--- src/design/btt_pkg.sv ---
package btt_pkg;

    // Fixed field widths.
    localparam int LABEL_W   = 5;
    localparam int COMMAND_W = 2;
    localparam int ORDER_W   = 2;
    localparam int PHASE_W   = 2;
    localparam int APB_ADDR_W = 3;
    localparam int APB_DATA_W = 32;

    // Register map: word index taken from paddr[2].
    localparam logic REG_ROOT_LABEL = 1'b0;

    // Item commands.
    typedef enum logic [COMMAND_W-1:0] {
        CMD_CLEAR = 2'd0,
        CMD_LOAD  = 2'd1,
        CMD_WALK  = 2'd2
    } command_t;

    // Traversal orders. Each order emits a node when its stack entry
    // reaches the visit phase with the same code.
    typedef enum logic [ORDER_W-1:0] {
        ORDER_PRE  = 2'd0,
        ORDER_IN   = 2'd1,
        ORDER_POST = 2'd2
    } walk_order_t;

    // Visit phase of a stack entry.
    localparam logic [PHASE_W-1:0] PHASE_ENTER = 2'd0;
    localparam logic [PHASE_W-1:0] PHASE_MID   = 2'd1;
    localparam logic [PHASE_W-1:0] PHASE_EXIT  = 2'd2;

    typedef struct packed {
        logic [PHASE_W-1:0] phase;
        logic [LABEL_W-1:0] label;
    } stack_entry_t;

    typedef enum logic [2:0] {
        ST_IDLE,
        ST_START,
        ST_STEP,
        ST_POP,
        ST_FINISH
    } ctl_state_t;

    // Commands from the controller to the datapath.
    typedef struct packed {
        logic clear;
        logic load;
        logic latch_order;
        logic start;
        logic emit;
        logic advance;
        logic push;
        logic pop;
        logic load_top;
        logic set_err;
        logic send_last;
    } ctl_cmd_t;

    // Status from the datapath to the controller.
    typedef struct packed {
        logic root_ok;
        logic emit_req;
        logic count_full;
        logic held_valid;
        logic out_free;
        logic phase_exit;
        logic kid_ok;
        logic depth_full;
        logic depth_one;
        logic err;
    } ctl_status_t;

endpackage

--- src/design/binary_tree_traversal_core.sv ---
// Binary tree traversal core.
//
// Items arrive on the item channel (item_valid, item_stall) and carry a
// command: clear the node table, load one node's left and right children,
// or walk the tree from the root_label register in pre-, in- or post-order.
// Each label that a walk visits leaves on the result channel (result_valid,
// result_stall) as one item; the final item of a walk has last_of_walk set,
// and walk_error marks a walk cut short by more than NODE_COUNT visits or
// stack entries. A walk cut before any visit gives one item with label 0.
// The root_label register is written through the APB port at address 0.
//
// Clear and load finish in the cycle they are accepted, so the next item is
// taken in the cycle after. During a walk the controller handles one phase of
// the top stack entry per cycle (enter, after left, after right) while the
// output is not stalled; a pop adds ST_POP for the registered stack read.
// The first result of a walk is presented in the cycle after its second label
// is emitted, since each label waits until it is known whether it is the last.
// item_stall stays high while a walk runs. A stalled result holds in the
// output register, and the walk pauses at its next visit until it drains.
// Reset empties the node table, clears root_label to 0 and idles the block.
module binary_tree_traversal_core
    import btt_pkg::*;
#(
    parameter int NODE_COUNT = 26
)
(
    input  logic                  clk,
    input  logic                  rst_n,
    input  logic                  psel,
    input  logic                  penable,
    input  logic                  pwrite,
    input  logic [APB_ADDR_W-1:0] paddr,
    input  logic [APB_DATA_W-1:0] pwdata,
    output logic [APB_DATA_W-1:0] prdata,
    output logic                  pready,
    input  logic                  item_valid,
    output logic                  item_stall,
    input  logic [COMMAND_W-1:0]  command,
    input  logic [LABEL_W-1:0]    node_label,
    input  logic [LABEL_W-1:0]    left_label,
    input  logic [LABEL_W-1:0]    right_label,
    input  logic [ORDER_W-1:0]    walk_order,
    output logic                  result_valid,
    input  logic                  result_stall,
    output logic [LABEL_W-1:0]    visited_label,
    output logic                  last_of_walk,
    output logic                  walk_error
);

    logic [LABEL_W-1:0] root_label_reg;
    ctl_cmd_t           cmd;
    ctl_status_t        status;

    // Register writes complete in the access phase; the port never waits.
    assign pready = 1'b1;

    always_ff @(posedge clk or negedge rst_n)
    begin
        if (!rst_n)
        begin
            root_label_reg <= '0;
        end
        else if (psel && penable && pwrite && paddr[2] == REG_ROOT_LABEL)
        begin
            root_label_reg <= pwdata[LABEL_W-1:0];
        end
    end

    assign prdata = (paddr[2] == REG_ROOT_LABEL) ?
                    {{(APB_DATA_W - LABEL_W){1'b0}}, root_label_reg} : '0;

    btt_ctrl u_ctrl
    (
        .clk        (clk),
        .rst_n      (rst_n),
        .item_valid (item_valid),
        .item_stall (item_stall),
        .command    (command),
        .walk_order (walk_order),
        .status     (status),
        .cmd        (cmd)
    );

    btt_datapath #(
        .NODE_COUNT (NODE_COUNT)
    ) u_datapath
    (
        .clk           (clk),
        .rst_n         (rst_n),
        .cmd           (cmd),
        .status        (status),
        .root_label    (root_label_reg),
        .node_label    (node_label),
        .left_label    (left_label),
        .right_label   (right_label),
        .walk_order    (walk_order),
        .result_stall  (result_stall),
        .result_valid  (result_valid),
        .visited_label (visited_label),
        .last_of_walk  (last_of_walk),
        .walk_error    (walk_error)
    );

    // The stack never grows past its capacity.
    assert property (@(posedge clk) disable iff (!rst_n) cmd.push |-> !status.depth_full)
        else $error("stack push past capacity");

    // No label is emitted once the walk has used up its visits.
    assert property (@(posedge clk) disable iff (!rst_n) cmd.emit |-> !status.count_full)
        else $error("label emitted past the visit limit");

    // An error flag only rides on the final item of a walk.
    assert property (@(posedge clk) disable iff (!rst_n)
                     (result_valid && walk_error) |-> last_of_walk)
        else $error("walk_error set on an item that is not the last");

    // Closing a walk puts its final item on the output.
    assert property (@(posedge clk) disable iff (!rst_n)
                     cmd.send_last |=> (result_valid && last_of_walk))
        else $error("final item of a walk not presented");

endmodule

--- src/design/btt_ctrl.sv ---
module btt_ctrl
    import btt_pkg::*;
(
    input  logic                 clk,
    input  logic                 rst_n,
    input  logic                 item_valid,
    output logic                 item_stall,
    input  logic [COMMAND_W-1:0] command,
    input  logic [ORDER_W-1:0]   walk_order,
    input  ctl_status_t          status,
    output ctl_cmd_t             cmd
);

    ctl_state_t state_reg;
    ctl_state_t state_next;

    always_ff @(posedge clk or negedge rst_n)
    begin
        if (!rst_n)
        begin
            state_reg <= ST_IDLE;
        end
        else
        begin
            state_reg <= state_next;
        end
    end

    always_comb
    begin
        state_next = state_reg;
        cmd        = '0;
        item_stall = 1'b1;
        case (state_reg)
            ST_IDLE:
            begin
                item_stall = 1'b0;
                if (item_valid)
                begin
                    case (command)
                        CMD_CLEAR: cmd.clear = 1'b1;
                        CMD_LOAD:  cmd.load  = 1'b1;
                        CMD_WALK:
                        begin
                            if (walk_order == ORDER_PRE || walk_order == ORDER_IN ||
                                walk_order == ORDER_POST)
                            begin
                                cmd.latch_order = 1'b1;
                                state_next      = ST_START;
                            end
                        end
                        default: ;
                    endcase
                end
            end
            ST_START:
            begin
                if (status.root_ok)
                begin
                    cmd.start  = 1'b1;
                    state_next = ST_STEP;
                end
                else
                begin
                    state_next = ST_IDLE;
                end
            end
            ST_STEP:
            begin
                if (status.emit_req && status.count_full)
                begin
                    cmd.set_err = 1'b1;
                    state_next  = ST_FINISH;
                end
                else if (status.emit_req && status.held_valid && !status.out_free)
                begin
                    state_next = ST_STEP;
                end
                else
                begin
                    cmd.emit = status.emit_req;
                    if (status.phase_exit)
                    begin
                        cmd.pop    = 1'b1;
                        state_next = status.depth_one ? ST_FINISH : ST_POP;
                    end
                    else
                    begin
                        cmd.advance = 1'b1;
                        if (status.kid_ok)
                        begin
                            if (status.depth_full)
                            begin
                                cmd.set_err = 1'b1;
                                state_next  = ST_FINISH;
                            end
                            else
                            begin
                                cmd.push = 1'b1;
                            end
                        end
                    end
                end
            end
            ST_POP:
            begin
                cmd.load_top = 1'b1;
                state_next   = ST_STEP;
            end
            ST_FINISH:
            begin
                if (status.held_valid || status.err)
                begin
                    if (status.out_free)
                    begin
                        cmd.send_last = 1'b1;
                        state_next    = ST_IDLE;
                    end
                end
                else
                begin
                    state_next = ST_IDLE;
                end
            end
            default:
            begin
                state_next = ST_IDLE;
            end
        endcase
    end

endmodule

--- src/design/btt_datapath.sv ---
module btt_datapath
    import btt_pkg::*;
#(
    parameter int NODE_COUNT = 26
)
(
    input  logic                 clk,
    input  logic                 rst_n,
    input  ctl_cmd_t             cmd,
    output ctl_status_t          status,
    input  logic [LABEL_W-1:0]   root_label,
    input  logic [LABEL_W-1:0]   node_label,
    input  logic [LABEL_W-1:0]   left_label,
    input  logic [LABEL_W-1:0]   right_label,
    input  logic [ORDER_W-1:0]   walk_order,
    input  logic                 result_stall,
    output logic                 result_valid,
    output logic [LABEL_W-1:0]   visited_label,
    output logic                 last_of_walk,
    output logic                 walk_error
);

    localparam int CNT_W = $clog2(NODE_COUNT + 1);
    localparam int IDX_W = $clog2(NODE_COUNT);
    localparam logic [LABEL_W-1:0] NODE_LIMIT = LABEL_W'(NODE_COUNT);
    localparam logic [CNT_W-1:0]   CNT_LIMIT  = CNT_W'(NODE_COUNT);
    localparam logic [CNT_W-1:0]   CNT_ONE    = CNT_W'(1);
    localparam logic [CNT_W-1:0]   CNT_TWO    = CNT_W'(2);

    // Node table. Child entries have no reset; the present bits guard them.
    logic [NODE_COUNT-1:0] present_reg;
    logic [LABEL_W-1:0]    left_mem [NODE_COUNT];
    logic [LABEL_W-1:0]    right_mem [NODE_COUNT];

    // Walk stack: the top entry lives in a register, the rest in memory.
    stack_entry_t stack_mem [NODE_COUNT];
    stack_entry_t stack_rd_reg;
    stack_entry_t top_reg;
    stack_entry_t top_next;
    logic [CNT_W-1:0] depth_reg;
    logic [CNT_W-1:0] count_reg;
    logic [ORDER_W-1:0] order_reg;
    logic err_reg;

    // One emitted label is held back until it is known whether it is the last.
    logic [LABEL_W-1:0] held_label_reg;
    logic               held_valid_reg;

    logic               result_valid_reg;
    logic [LABEL_W-1:0] visited_label_reg;
    logic               last_reg;
    logic               error_reg;

    logic               node_ok;
    logic [IDX_W-1:0]   node_idx;
    logic [IDX_W-1:0]   top_idx;
    logic [IDX_W-1:0]   next_idx;
    logic [LABEL_W-1:0] kid_reg;
    logic [PHASE_W-1:0] phase_after;
    logic [CNT_W-1:0]   push_addr;
    logic [CNT_W-1:0]   pop_addr;
    logic               out_free;

    assign node_ok   = node_label < NODE_LIMIT;
    assign node_idx  = node_label[IDX_W-1:0];
    assign top_idx   = top_reg.label[IDX_W-1:0];
    assign next_idx  = top_next.label[IDX_W-1:0];
    assign phase_after = (top_reg.phase == PHASE_ENTER) ? PHASE_MID : PHASE_EXIT;
    assign push_addr = depth_reg - CNT_ONE;
    assign pop_addr  = depth_reg - CNT_TWO;
    assign out_free  = !result_valid_reg || !result_stall;

    assign status.root_ok    = root_label < NODE_LIMIT;
    assign status.emit_req   = top_reg.phase == order_reg;
    assign status.count_full = count_reg == CNT_LIMIT;
    assign status.held_valid = held_valid_reg;
    assign status.out_free   = out_free;
    assign status.phase_exit = top_reg.phase == PHASE_EXIT;
    assign status.kid_ok     = present_reg[top_idx] && (kid_reg < NODE_LIMIT);
    assign status.depth_full = depth_reg == CNT_LIMIT;
    assign status.depth_one  = depth_reg == CNT_ONE;
    assign status.err        = err_reg;

    always_comb
    begin
        top_next = top_reg;
        if (cmd.start)
        begin
            top_next = '{phase: PHASE_ENTER, label: root_label};
        end
        else if (cmd.push)
        begin
            top_next = '{phase: PHASE_ENTER, label: kid_reg};
        end
        else if (cmd.advance)
        begin
            top_next.phase = phase_after;
        end
        else if (cmd.load_top)
        begin
            top_next = stack_rd_reg;
        end
    end

    always_ff @(posedge clk or negedge rst_n)
    begin
        if (!rst_n)
        begin
            present_reg <= '0;
        end
        else if (cmd.clear)
        begin
            present_reg <= '0;
        end
        else if (cmd.load && node_ok)
        begin
            present_reg[node_idx] <= 1'b1;
        end
    end

    // The first load of a label wins. The child that the next top entry
    // will visit is looked up from top_next into kid_reg, so it is ready in its step.
    always_ff @(posedge clk)
    begin
        if (cmd.load && node_ok && !present_reg[node_idx])
        begin
            left_mem[node_idx]  <= left_label;
            right_mem[node_idx] <= right_label;
        end
        if (top_next.phase == PHASE_ENTER)
        begin
            kid_reg <= left_mem[next_idx];
        end
        else
        begin
            kid_reg <= right_mem[next_idx];
        end
    end

    always_ff @(posedge clk)
    begin
        if (cmd.push)
        begin
            stack_mem[push_addr[IDX_W-1:0]] <= '{phase: phase_after, label: top_reg.label};
        end
        if (cmd.pop)
        begin
            stack_rd_reg <= stack_mem[pop_addr[IDX_W-1:0]];
        end
    end

    always_ff @(posedge clk or negedge rst_n)
    begin
        if (!rst_n)
        begin
            top_reg        <= '0;
            depth_reg      <= '0;
            count_reg      <= '0;
            order_reg      <= '0;
            err_reg        <= 1'b0;
            held_valid_reg <= 1'b0;
        end
        else
        begin
            top_reg <= top_next;
            if (cmd.latch_order)
            begin
                order_reg <= walk_order;
            end
            if (cmd.start)
            begin
                depth_reg      <= CNT_ONE;
                count_reg      <= '0;
                err_reg        <= 1'b0;
                held_valid_reg <= 1'b0;
            end
            if (cmd.set_err)
            begin
                err_reg <= 1'b1;
            end
            if (cmd.emit)
            begin
                count_reg      <= count_reg + CNT_ONE;
                held_valid_reg <= 1'b1;
            end
            if (cmd.send_last)
            begin
                held_valid_reg <= 1'b0;
            end
            if (cmd.push)
            begin
                depth_reg <= depth_reg + CNT_ONE;
            end
            if (cmd.pop)
            begin
                depth_reg <= depth_reg - CNT_ONE;
            end
        end
    end

    always_ff @(posedge clk)
    begin
        if (cmd.emit)
        begin
            held_label_reg <= top_reg.label;
        end
    end

    always_ff @(posedge clk or negedge rst_n)
    begin
        if (!rst_n)
        begin
            result_valid_reg <= 1'b0;
        end
        else if (cmd.send_last || (cmd.emit && held_valid_reg))
        begin
            result_valid_reg <= 1'b1;
        end
        else if (!result_stall)
        begin
            result_valid_reg <= 1'b0;
        end
    end

    always_ff @(posedge clk)
    begin
        if (cmd.send_last)
        begin
            visited_label_reg <= held_valid_reg ? held_label_reg : '0;
            last_reg          <= 1'b1;
            error_reg         <= err_reg;
        end
        else if (cmd.emit && held_valid_reg)
        begin
            visited_label_reg <= held_label_reg;
            last_reg          <= 1'b0;
            error_reg         <= 1'b0;
        end
    end

    assign result_valid  = result_valid_reg;
    assign visited_label = visited_label_reg;
    assign last_of_walk  = last_reg;
    assign walk_error    = error_reg;

endmodule
--- config.mk ---
export PLATFORM = sky130hd
export DESIGN_NAME = binary_tree_traversal_core
export DESIGN_NICKNAME = d
export VERILOG_FILES = /design/src/design/btt_pkg.sv /design/src/design/binary_tree_traversal_core.sv /design/src/design/btt_ctrl.sv /design/src/design/btt_datapath.sv
export SDC_FILE = /design/constraint.sdc
export NUM_CORES = 1
export LEC_CHECK = 0
export ABC_AREA = 0
export CAP_MARGIN = 20
export CELL_PAD_IN_SITES_DETAIL_PLACEMENT = 1
export CELL_PAD_IN_SITES_GLOBAL_PLACEMENT = 2
export CORE_MARGIN = 2
export CORE_UTILIZATION = 42
export DETAILED_ROUTE_END_ITERATION = 10
export DONT_BUFFER_PORTS = 1
export MAX_ROUTING_LAYER = met4
export PLACE_DENSITY_LB_ADDON = 0.1
export SYNTH_ARGS = -nofsm -noshare
export SYNTH_HDL_FRONTEND = slang
export SYNTH_SLANG_ARGS = --single-unit
--- constraint.sdc ---
create_clock -name clk -period 4.2 [get_ports clk]
set_input_delay 0.21 -clock clk [delete_from_list [all_inputs] [get_ports clk]]
set_output_delay 0.21 -clock clk [all_outputs]
set_load 0.03 [all_outputs]
After elaboration in Yosys (flattened, before gate mapping)
Memories as Yosys holds them, arrays and structs flattened. A register that Yosys moved wholly into a read port is not among the register bits. Cells that the tools add are included.

Add/sub/neg operators: 4. Magnitude comparators: 6. Eq/ne operators: 20. Muxes and demuxes: 75. Bitwise operators: 2. Reductions and logical operators: 32.

Operators by type and width (number): 5-bit 2-to-1 mux (11); 26-bit 2-to-1 mux (2); 3-bit 2-to-1 mux (13); 1-bit 2-to-1 mux (35); 26-bit bitwise OR (1); 7-bit 2-to-1 mux (3); 5-bit less-than comparator (second input constant) (3); 3-bit one-hot mux with 5 select lines (1); 5-bit by 6-bit less-than comparator with 1-bit output (second input constant) (2); 4-bit 2-to-1 mux (3); 1-bit logical AND (11); 5-bit by 1-bit adder with 5-bit output (second input constant) (2); 1-bit binary-select mux with 5-bit select (2); 5-bit equality test (second input constant) (2); 5-bit by 3-bit != test with 1-bit output (second input constant) (2); 2-bit logical NOT (4); 2-bit 2-to-1 mux (4); 2-bit nonzero test (4); 2-bit equality test (second input constant) (3); 3-bit by 2-bit equality test with 1-bit output (second input constant) (2); 6-bit AND reduction (1); 3-bit nonzero test (2); 1-bit demux with 5-bit select (1); 5-bit by 1-bit equality test with 1-bit output (second input constant) (1); 14 further kinds (24).

Register bits after elaboration: 73. RAM bits: 442. Memories kept: 3.

Memories: u_datapath.stack_mem (depth 26, width 7, read ports 1, clocked after Yosys merged registers in 1, wr ports 1, line btt_datapath.sv:36) `stack_entry_t stack_mem [NODE_COUNT];`; u_datapath.left_mem (depth 26, width 5, read ports 1, clocked after Yosys merged registers in 0, wr ports 1, line btt_datapath.sv:32) `logic [LABEL_W-1:0] left_mem [NODE_COUNT];`; u_datapath.right_mem (depth 26, width 5, read ports 1, clocked after Yosys merged registers in 0, wr ports 1, line btt_datapath.sv:33) `logic [LABEL_W-1:0] right_mem [NODE_COUNT];`.

Depth between registers and ports, before layout
Word-level depth: 13. Mapped depth: 17.

By module
Synthesis repeated with hierarchy kept, for this count alone.

Cell total of the unflattened synthesis: 1281. Area total of the unflattened synthesis: 21683.3 µm².

Modules (own cells, without submodules): btt_datapath (instances 1, cells an instance 1191, area an instance 20872.5 µm², sequential area each 15134.5 µm²); binary_tree_traversal_core (instances 1, cells an instance 46, area an instance 466.7 µm², sequential area each 125.1 µm²); btt_ctrl (instances 1, cells an instance 44, area an instance 344.1 µm², sequential area each 75.1 µm²).

Worst setup path after synthesis
Ideal clock, no wire load.

Kind: register to register. Start point: reg u_datapath.depth_reg[0]. End point: reg u_datapath.kid_reg[2]. Arrival: 4.008 ns. Required time: 4.073 ns. Slack: 0.065 ns. Stages on the path, launching flop included: 17. Path buffers: 5. Clock period less this slack: 4.135 ns. Cells stage by stage: dfrtp_1 -> clkbuf_1 -> clkbuf_1 -> clkbuf_1 -> inv_1 -> ha_1 -> nand4_1 -> and3_1 -> a21oi_2 -> nor3_2 -> buf_2 -> buf_2 -> mux2_2 -> a21oi_1 -> nor2_1 -> a311oi_1 -> o22ai_1.

Cells in the longest elaborated chain, start to end: 11. Elaborated cells between the ends (all ways): 13. Those cells by class: eq/ne (1); mux (9); reduce/logical (1); memory (2).

Ends and longest elaborated chain: from (decl) (line btt_datapath.sv:40) `logic [CNT_W-1:0] depth_reg;`; from (signal assigned) (line btt_datapath.sv:192) `depth_reg <= depth_reg + CNT_ONE;`; from (signal assigned) (line btt_datapath.sv:196) `depth_reg <= depth_reg - CNT_ONE;`; 5-bit equality test (*) (line btt_datapath.sv:80) `assign status.depth_full = depth_reg == CNT_LIMIT;`; 1-bit 2-to-1 mux (*) (line btt_ctrl.sv:92) `if (status.depth_full)`; 1-bit 2-to-1 mux (*) (line btt_ctrl.sv:90) `if (status.kid_ok)`; 2-bit 2-to-1 mux (*) (line btt_ctrl.sv:82) `if (status.phase_exit)`; 4-bit 2-to-1 mux (*) (line btt_ctrl.sv:75) `else if (status.emit_req && status.held_valid && !status.out_free)`; 4-bit 2-to-1 mux (*) (line btt_ctrl.sv:70) `if (status.emit_req && status.count_full)`; 4-bit 2-to-1 mux (*) (line btt_ctrl.sv:34) `case (state_reg)`; 7-bit 2-to-1 mux (*) (line btt_datapath.sv:91) `else if (cmd.push)`; 7-bit 2-to-1 mux (*) (line btt_datapath.sv:87) `if (cmd.start)`; memory 26 x 5 bit (tied with other cells); 5-bit 2-to-1 mux (*) (line btt_datapath.sv:130) `if (top_next.phase == PHASE_ENTER)`; to (signal assigned) (line btt_datapath.sv:132) `kid_reg <= left_mem[next_idx];`; to (signal assigned) (line btt_datapath.sv:136) `kid_reg <= right_mem[next_idx];`; to (decl) (line btt_datapath.sv:58) `logic [LABEL_W-1:0] kid_reg;`.

Mark *: on every way between the ends. The rest lies on a longest branch, timed or not. A chain may end at the register's enable or synchronous reset.

Worst setup path in the final report
Start point: reg u_datapath.top_reg (netlist bit u_datapath.top_idx[0]). End point: reg u_datapath.kid_reg[3].

Cells in the longest elaborated chain, start to end: 12. Elaborated cells between the ends (all ways): 16. Those cells by class: mux (12); reduce/logical (2); memory (2).

Ends and longest elaborated chain: from (decl) (line btt_datapath.sv:38) `stack_entry_t top_reg;`; from (signal assigned) (line btt_datapath.sv:165) `top_reg <= top_next;`; 1-bit binary-select mux with 5-bit select (line btt_datapath.sv:79) `assign status.kid_ok = present_reg[top_idx] && (kid_reg < NODE_LIMIT);`; 1-bit 2-to-1 mux (implied by the code) (line btt_datapath.sv:79); 1-bit logical AND (line btt_datapath.sv:79); 1-bit 2-to-1 mux (line btt_ctrl.sv:90); 2-bit 2-to-1 mux (line btt_ctrl.sv:82); 4-bit 2-to-1 mux (line btt_ctrl.sv:75); 4-bit 2-to-1 mux (line btt_ctrl.sv:70); 4-bit 2-to-1 mux (line btt_ctrl.sv:34); 7-bit 2-to-1 mux (*) (line btt_datapath.sv:91); 7-bit 2-to-1 mux (*) (line btt_datapath.sv:87); memory 26 x 5 bit (tied with other cells); 5-bit 2-to-1 mux (*) (line btt_datapath.sv:130).

Mark *: on every way between the ends. The rest lies on a longest branch, timed or not. The select of a mux whose other input is x is not followed.

==> summary.md <==
| Metric | Value |
|---|---|
| Vias | 13.0k |
| Peak VDD IR | 374 µV |
| Grt peak-use layer | met2 |
| GR Overflow Total | 0 |
| Static leakage | 9.20 nW |
| XOR/XNOR Fraction of Synth Area | 0.313% |
| Mux contribution to synthesized area | 12.5% |
| Antenna violations before repair | 2 |
| Drt drc | 0 |
| Flop pwr share | 33.7% |
| Hold_buf cts | 45 |
| # H-tree levels | 2 |
| WS Path Type | reg2reg |
| Startpoint type of the worst setup path | register |
| Synth unique cells | 78 |
| Number of buffers created by CTS | 57 |
| Ports | 103 |
| Count of final setup violators | 0 |
| Root buf cell | clkbuf_16 |
| Clock Power Share | 26.2% |
| Synth Flop Type | edfxtp_1 |
| CTS Sinks | 522 |
| Worst-Margin Slew | 1.08 ns |
| Area delta synth->final | 15.6% |
| Post-Route WL | 59000 µm |
| Bufs on Longest Clock Path | 3 |
| Tmin final | 3.93 ns |
| Final setup TNS | 0 ns |
| Slowest CP cell | dfrtp_1 |
| Routability cong. | 0.832 |
| Post-synth EDFFs | 460 |
| Comb pwr share | 40.1% |
| Post-placement setup slack | 0.258 ns |
| Port buffer count | 0 |
| Share of layout cells above drive strength 1 | 19.6% |
| Met1 global-route usage | 31.1% |
| Slew HR | 27.8% |
| Core area | 52700 µm² |
| Area contributors post-synth | edfxtp_1 (62%), dfrtp_1 (6.3%), mux4_2 (5.8%) |
| DP Wirelength | 37400 µm |
| Slew Limit Fails | 0 |
| Syn Area/Cell | 15.3 µm² |
| N_diodes | 0 |
| Post-DRT Antenna Nets | 0 |
| Status | finished, final reports clean |
| Via-to-Cell Ratio | 5.67 |
| Cell Rows | 84 |
| WP data required | 4.68 ns |
| Internal Pwr Total | 0.0122 W |
| Avg WL per Cell | 25.8 µm |
| Die area | 55200 µm² |
| Die Wd | 235 µm |
| Compound-Gate Fraction of Synth Area | 7.80% |
| CP Max Fanout | 21 |
| Sw frac | 36.9% |
| Achievable clock frequency | 254 MHz |
| CP Cell Sequence | mux4_2, mux2i_1, o221ai_2, nand3_2, nor3_1, nor3_4, buf_12, buf_4, mux2i_1, mux2_2, o22ai_1, a2111oi_0, o22ai_1 |
| CTS tree | yes |
| Total global-route track usage | 22.2% |
| Largest family of logic cells by synthesized area | multiplexers |
| Class of the worst hold path | in2reg |
| Max reg flops | 182 |
| Net Sw Power | 0.00716 W |
| Simple-gate share of the synthesized area | 7.39% |
| Gate Count Post-Synth | 1461 |
| Synthesized area | 22400 µm² |
| Vias in the first global route | 13.8k |
| Setup bufs post-CTS | 0 |
| Post-synth top area share | 61.6% |
| Cts repair resizes | 0 |
| Final period util | 93.7% |
| PnR worst setup slack | 0.266 ns |
| Crit path arrival time | 4.41 ns |
| Pre-antenna DRT Iters | 5 |
| Largest net degree at the start of global routing | 57 |
| Nets@finish | 1630 |
| Leading area contributor after synthesis | edfxtp_1 |
| Seq/Total Area, Yosys | 68.4% |
| Worst path max stage delay | 0.59 ns |
| DR iter-0 viols | 1121 |
| Ys async rst share | 10.7% |
| RSZ-0062 raised after global routing | false |
| PwrDens | 749 nW/µm² |
| Yosys warnings | 0 |
| Clk_skew | 0.0212 ns |
| Die Span Y | 235 µm |
| Met3 usage | 3.42% |
| Register bit total from synthesis | 522 |
| CP Capture Type | register |
| Final Hold Viols | 0 |
| Reg clk slew, reported paths | 0.06 ns |
| Met2 usage | 34.1% |
| Synth Area in Adders | 0.670% |
| First-pass GRT wire length | 89700 µm |
| Maxcap violations | 0 |
| Clock Latency Late Sink | 0.62 ns |
| Starting Density | 42.6% |
kinds of logic (layout without fill, tap and decap cells):
group | after synthesis | after routing
compound gates | 255 | 255
xor+xnor | 8 | 8
fa+ha+maj | 12 | 12
buf+inv | 124 | 241
flops | 522 | 522
mux | 199 | 199
other cells | 2 | 28
simple gates | 339 | 339
worst paths after layout:
check	from	endpoint	slack, ns	cells after the start
worst min register to register	u_datapath.count_reg[4]	u_datapath.count_reg[4]	0.51	1
min in group asynchronous	rst_n	u_datapath.top_reg[6]	0.13	2
max in group asynchronous	rst_n	u_datapath.present_reg[13]	3.70	2
worst max register to register	u_datapath.top_idx[0]	u_datapath.kid_reg[3]	0.27	13
worst max-delay path	u_datapath.top_idx[0]	u_datapath.kid_reg[3]	0.27	13
worst min-delay path	node_label[3]	u_datapath.present_reg[22]	0.05	3
critical path: cells and delay by family (launching register included):
| family | cells | cell delay [ns] |
|---|---|---|
| muxes | 4 | 1.26 |
| AOI/OAI and AO/OA | 4 | 0.95 |
| DFF | 1 | 0.59 |
| buffers and inverters | 2 | 0.49 |
| and+or+nand+nor | 3 | 0.48 |
per-stage QoR:
stage | hold slack (ns) | area, µm² | util [%] | power (W) | std cells
finish | 0.0452 | 25900 | 49.2 | 0.0194 | 2292
global route | 0.0500 | 25900 | 49.2 | 0.0204 | 2292
CTS | 0.00118 | 25900 | 49.1 | 0.0196 | 2290
detailed placement | -0.0716 | 23400 | 44.5 | 0.0143 | 2139
global placement | -0.0728 | 23400 | 44.5 | 0.0142 | 2139
floorplan | -0.0856 | 22500 | - | 0.0116 | 1487
placed cells by master (no fill, tap or decap), types with 13 or more instances in the layout:
master | netlist | layout
and2_1 | 20 | 20
dfrtp_1 | 56 | 53
conb_1 | 2 | 28
nor3_1 | 15 | 15
mux4_2 | 58 | 58
inv_1 | 13 | 13
o21ai_0 | 25 | 25
nand2_1 | 73 | 73
o21ai_1 | 14 | 14
a21oi_1 | 58 | 58
mux2i_1 | 77 | 77
buf_4 | 36 | 69
a211oi_1 | 26 | 26
and3_1 | 38 | 38
nand3_1 | 13 | 13
mux2_2 | 62 | 62
edfxtp_1 | 460 | 460
a221o_1 | 29 | 29
clkbuf_16 | 0 | 59
dlygate4sd3_1 | 0 | 36
o22ai_1 | 45 | 45
nor2_1 | 118 | 117
Yosys cell counts, drive strengths merged, types with 3 or more instances:
master and number:
edfxtp 460, a311oi 4, nor3 16, nand2 75
and3 39, nor2 119, o211ai 5, o21ai 39
a221o 29, mux2 64, ha 12, a2111oi 5
dfrtp 56, dfxtp 6, mux2i 77, a211oi 26
clkbuf 44, buf 65, nand3 14, nor4 3
nand2b 9, and2 21, or3 4, or2 3
a21oi 59, xor2 3, nand4 5, xnor2 5
nor2b 12, o22ai 46, a221oi 4, or3b 3
o31ai 3, a22o 4, nand3b 6, mux4 58
nor3b 4, a31oi 12, inv 15
layer usage:
layer | vias up | wire [µm]
met4 | 0 | 1050
met2 | 295 | 27700
li1 | 5856 | -
met5 | - | 0
met1 | 6766 | 27400
met3 | 78 | 2890
cell type report:
class,instances,area [µm²]
Fill cell,5006,26700
Sequential cell,522,15300
Multi-Input combinational cell,841,6560
Clock buffer,77,1600
Timing Repair Buffer,120,1200
Tap cell,688,861
Clock inverter,29,302
Inverter,15,56.3
power by group through the flow:
stage | sequential [W] | clock, W | combinational [W]
2_1_floorplan | 0.00659 | 0 | 0.00503
3_3_place_gp | 0.00665 | 0 | 0.00759
3_5_place_dp | 0.00666 | 0 | 0.00765
4_1_cts | 0.00655 | 0.00521 | 0.00782
5_1_grt | 0.00659 | 0.00538 | 0.00841
6_report | 0.00655 | 0.00508 | 0.00778
Power figures use the tool's default switching activity.
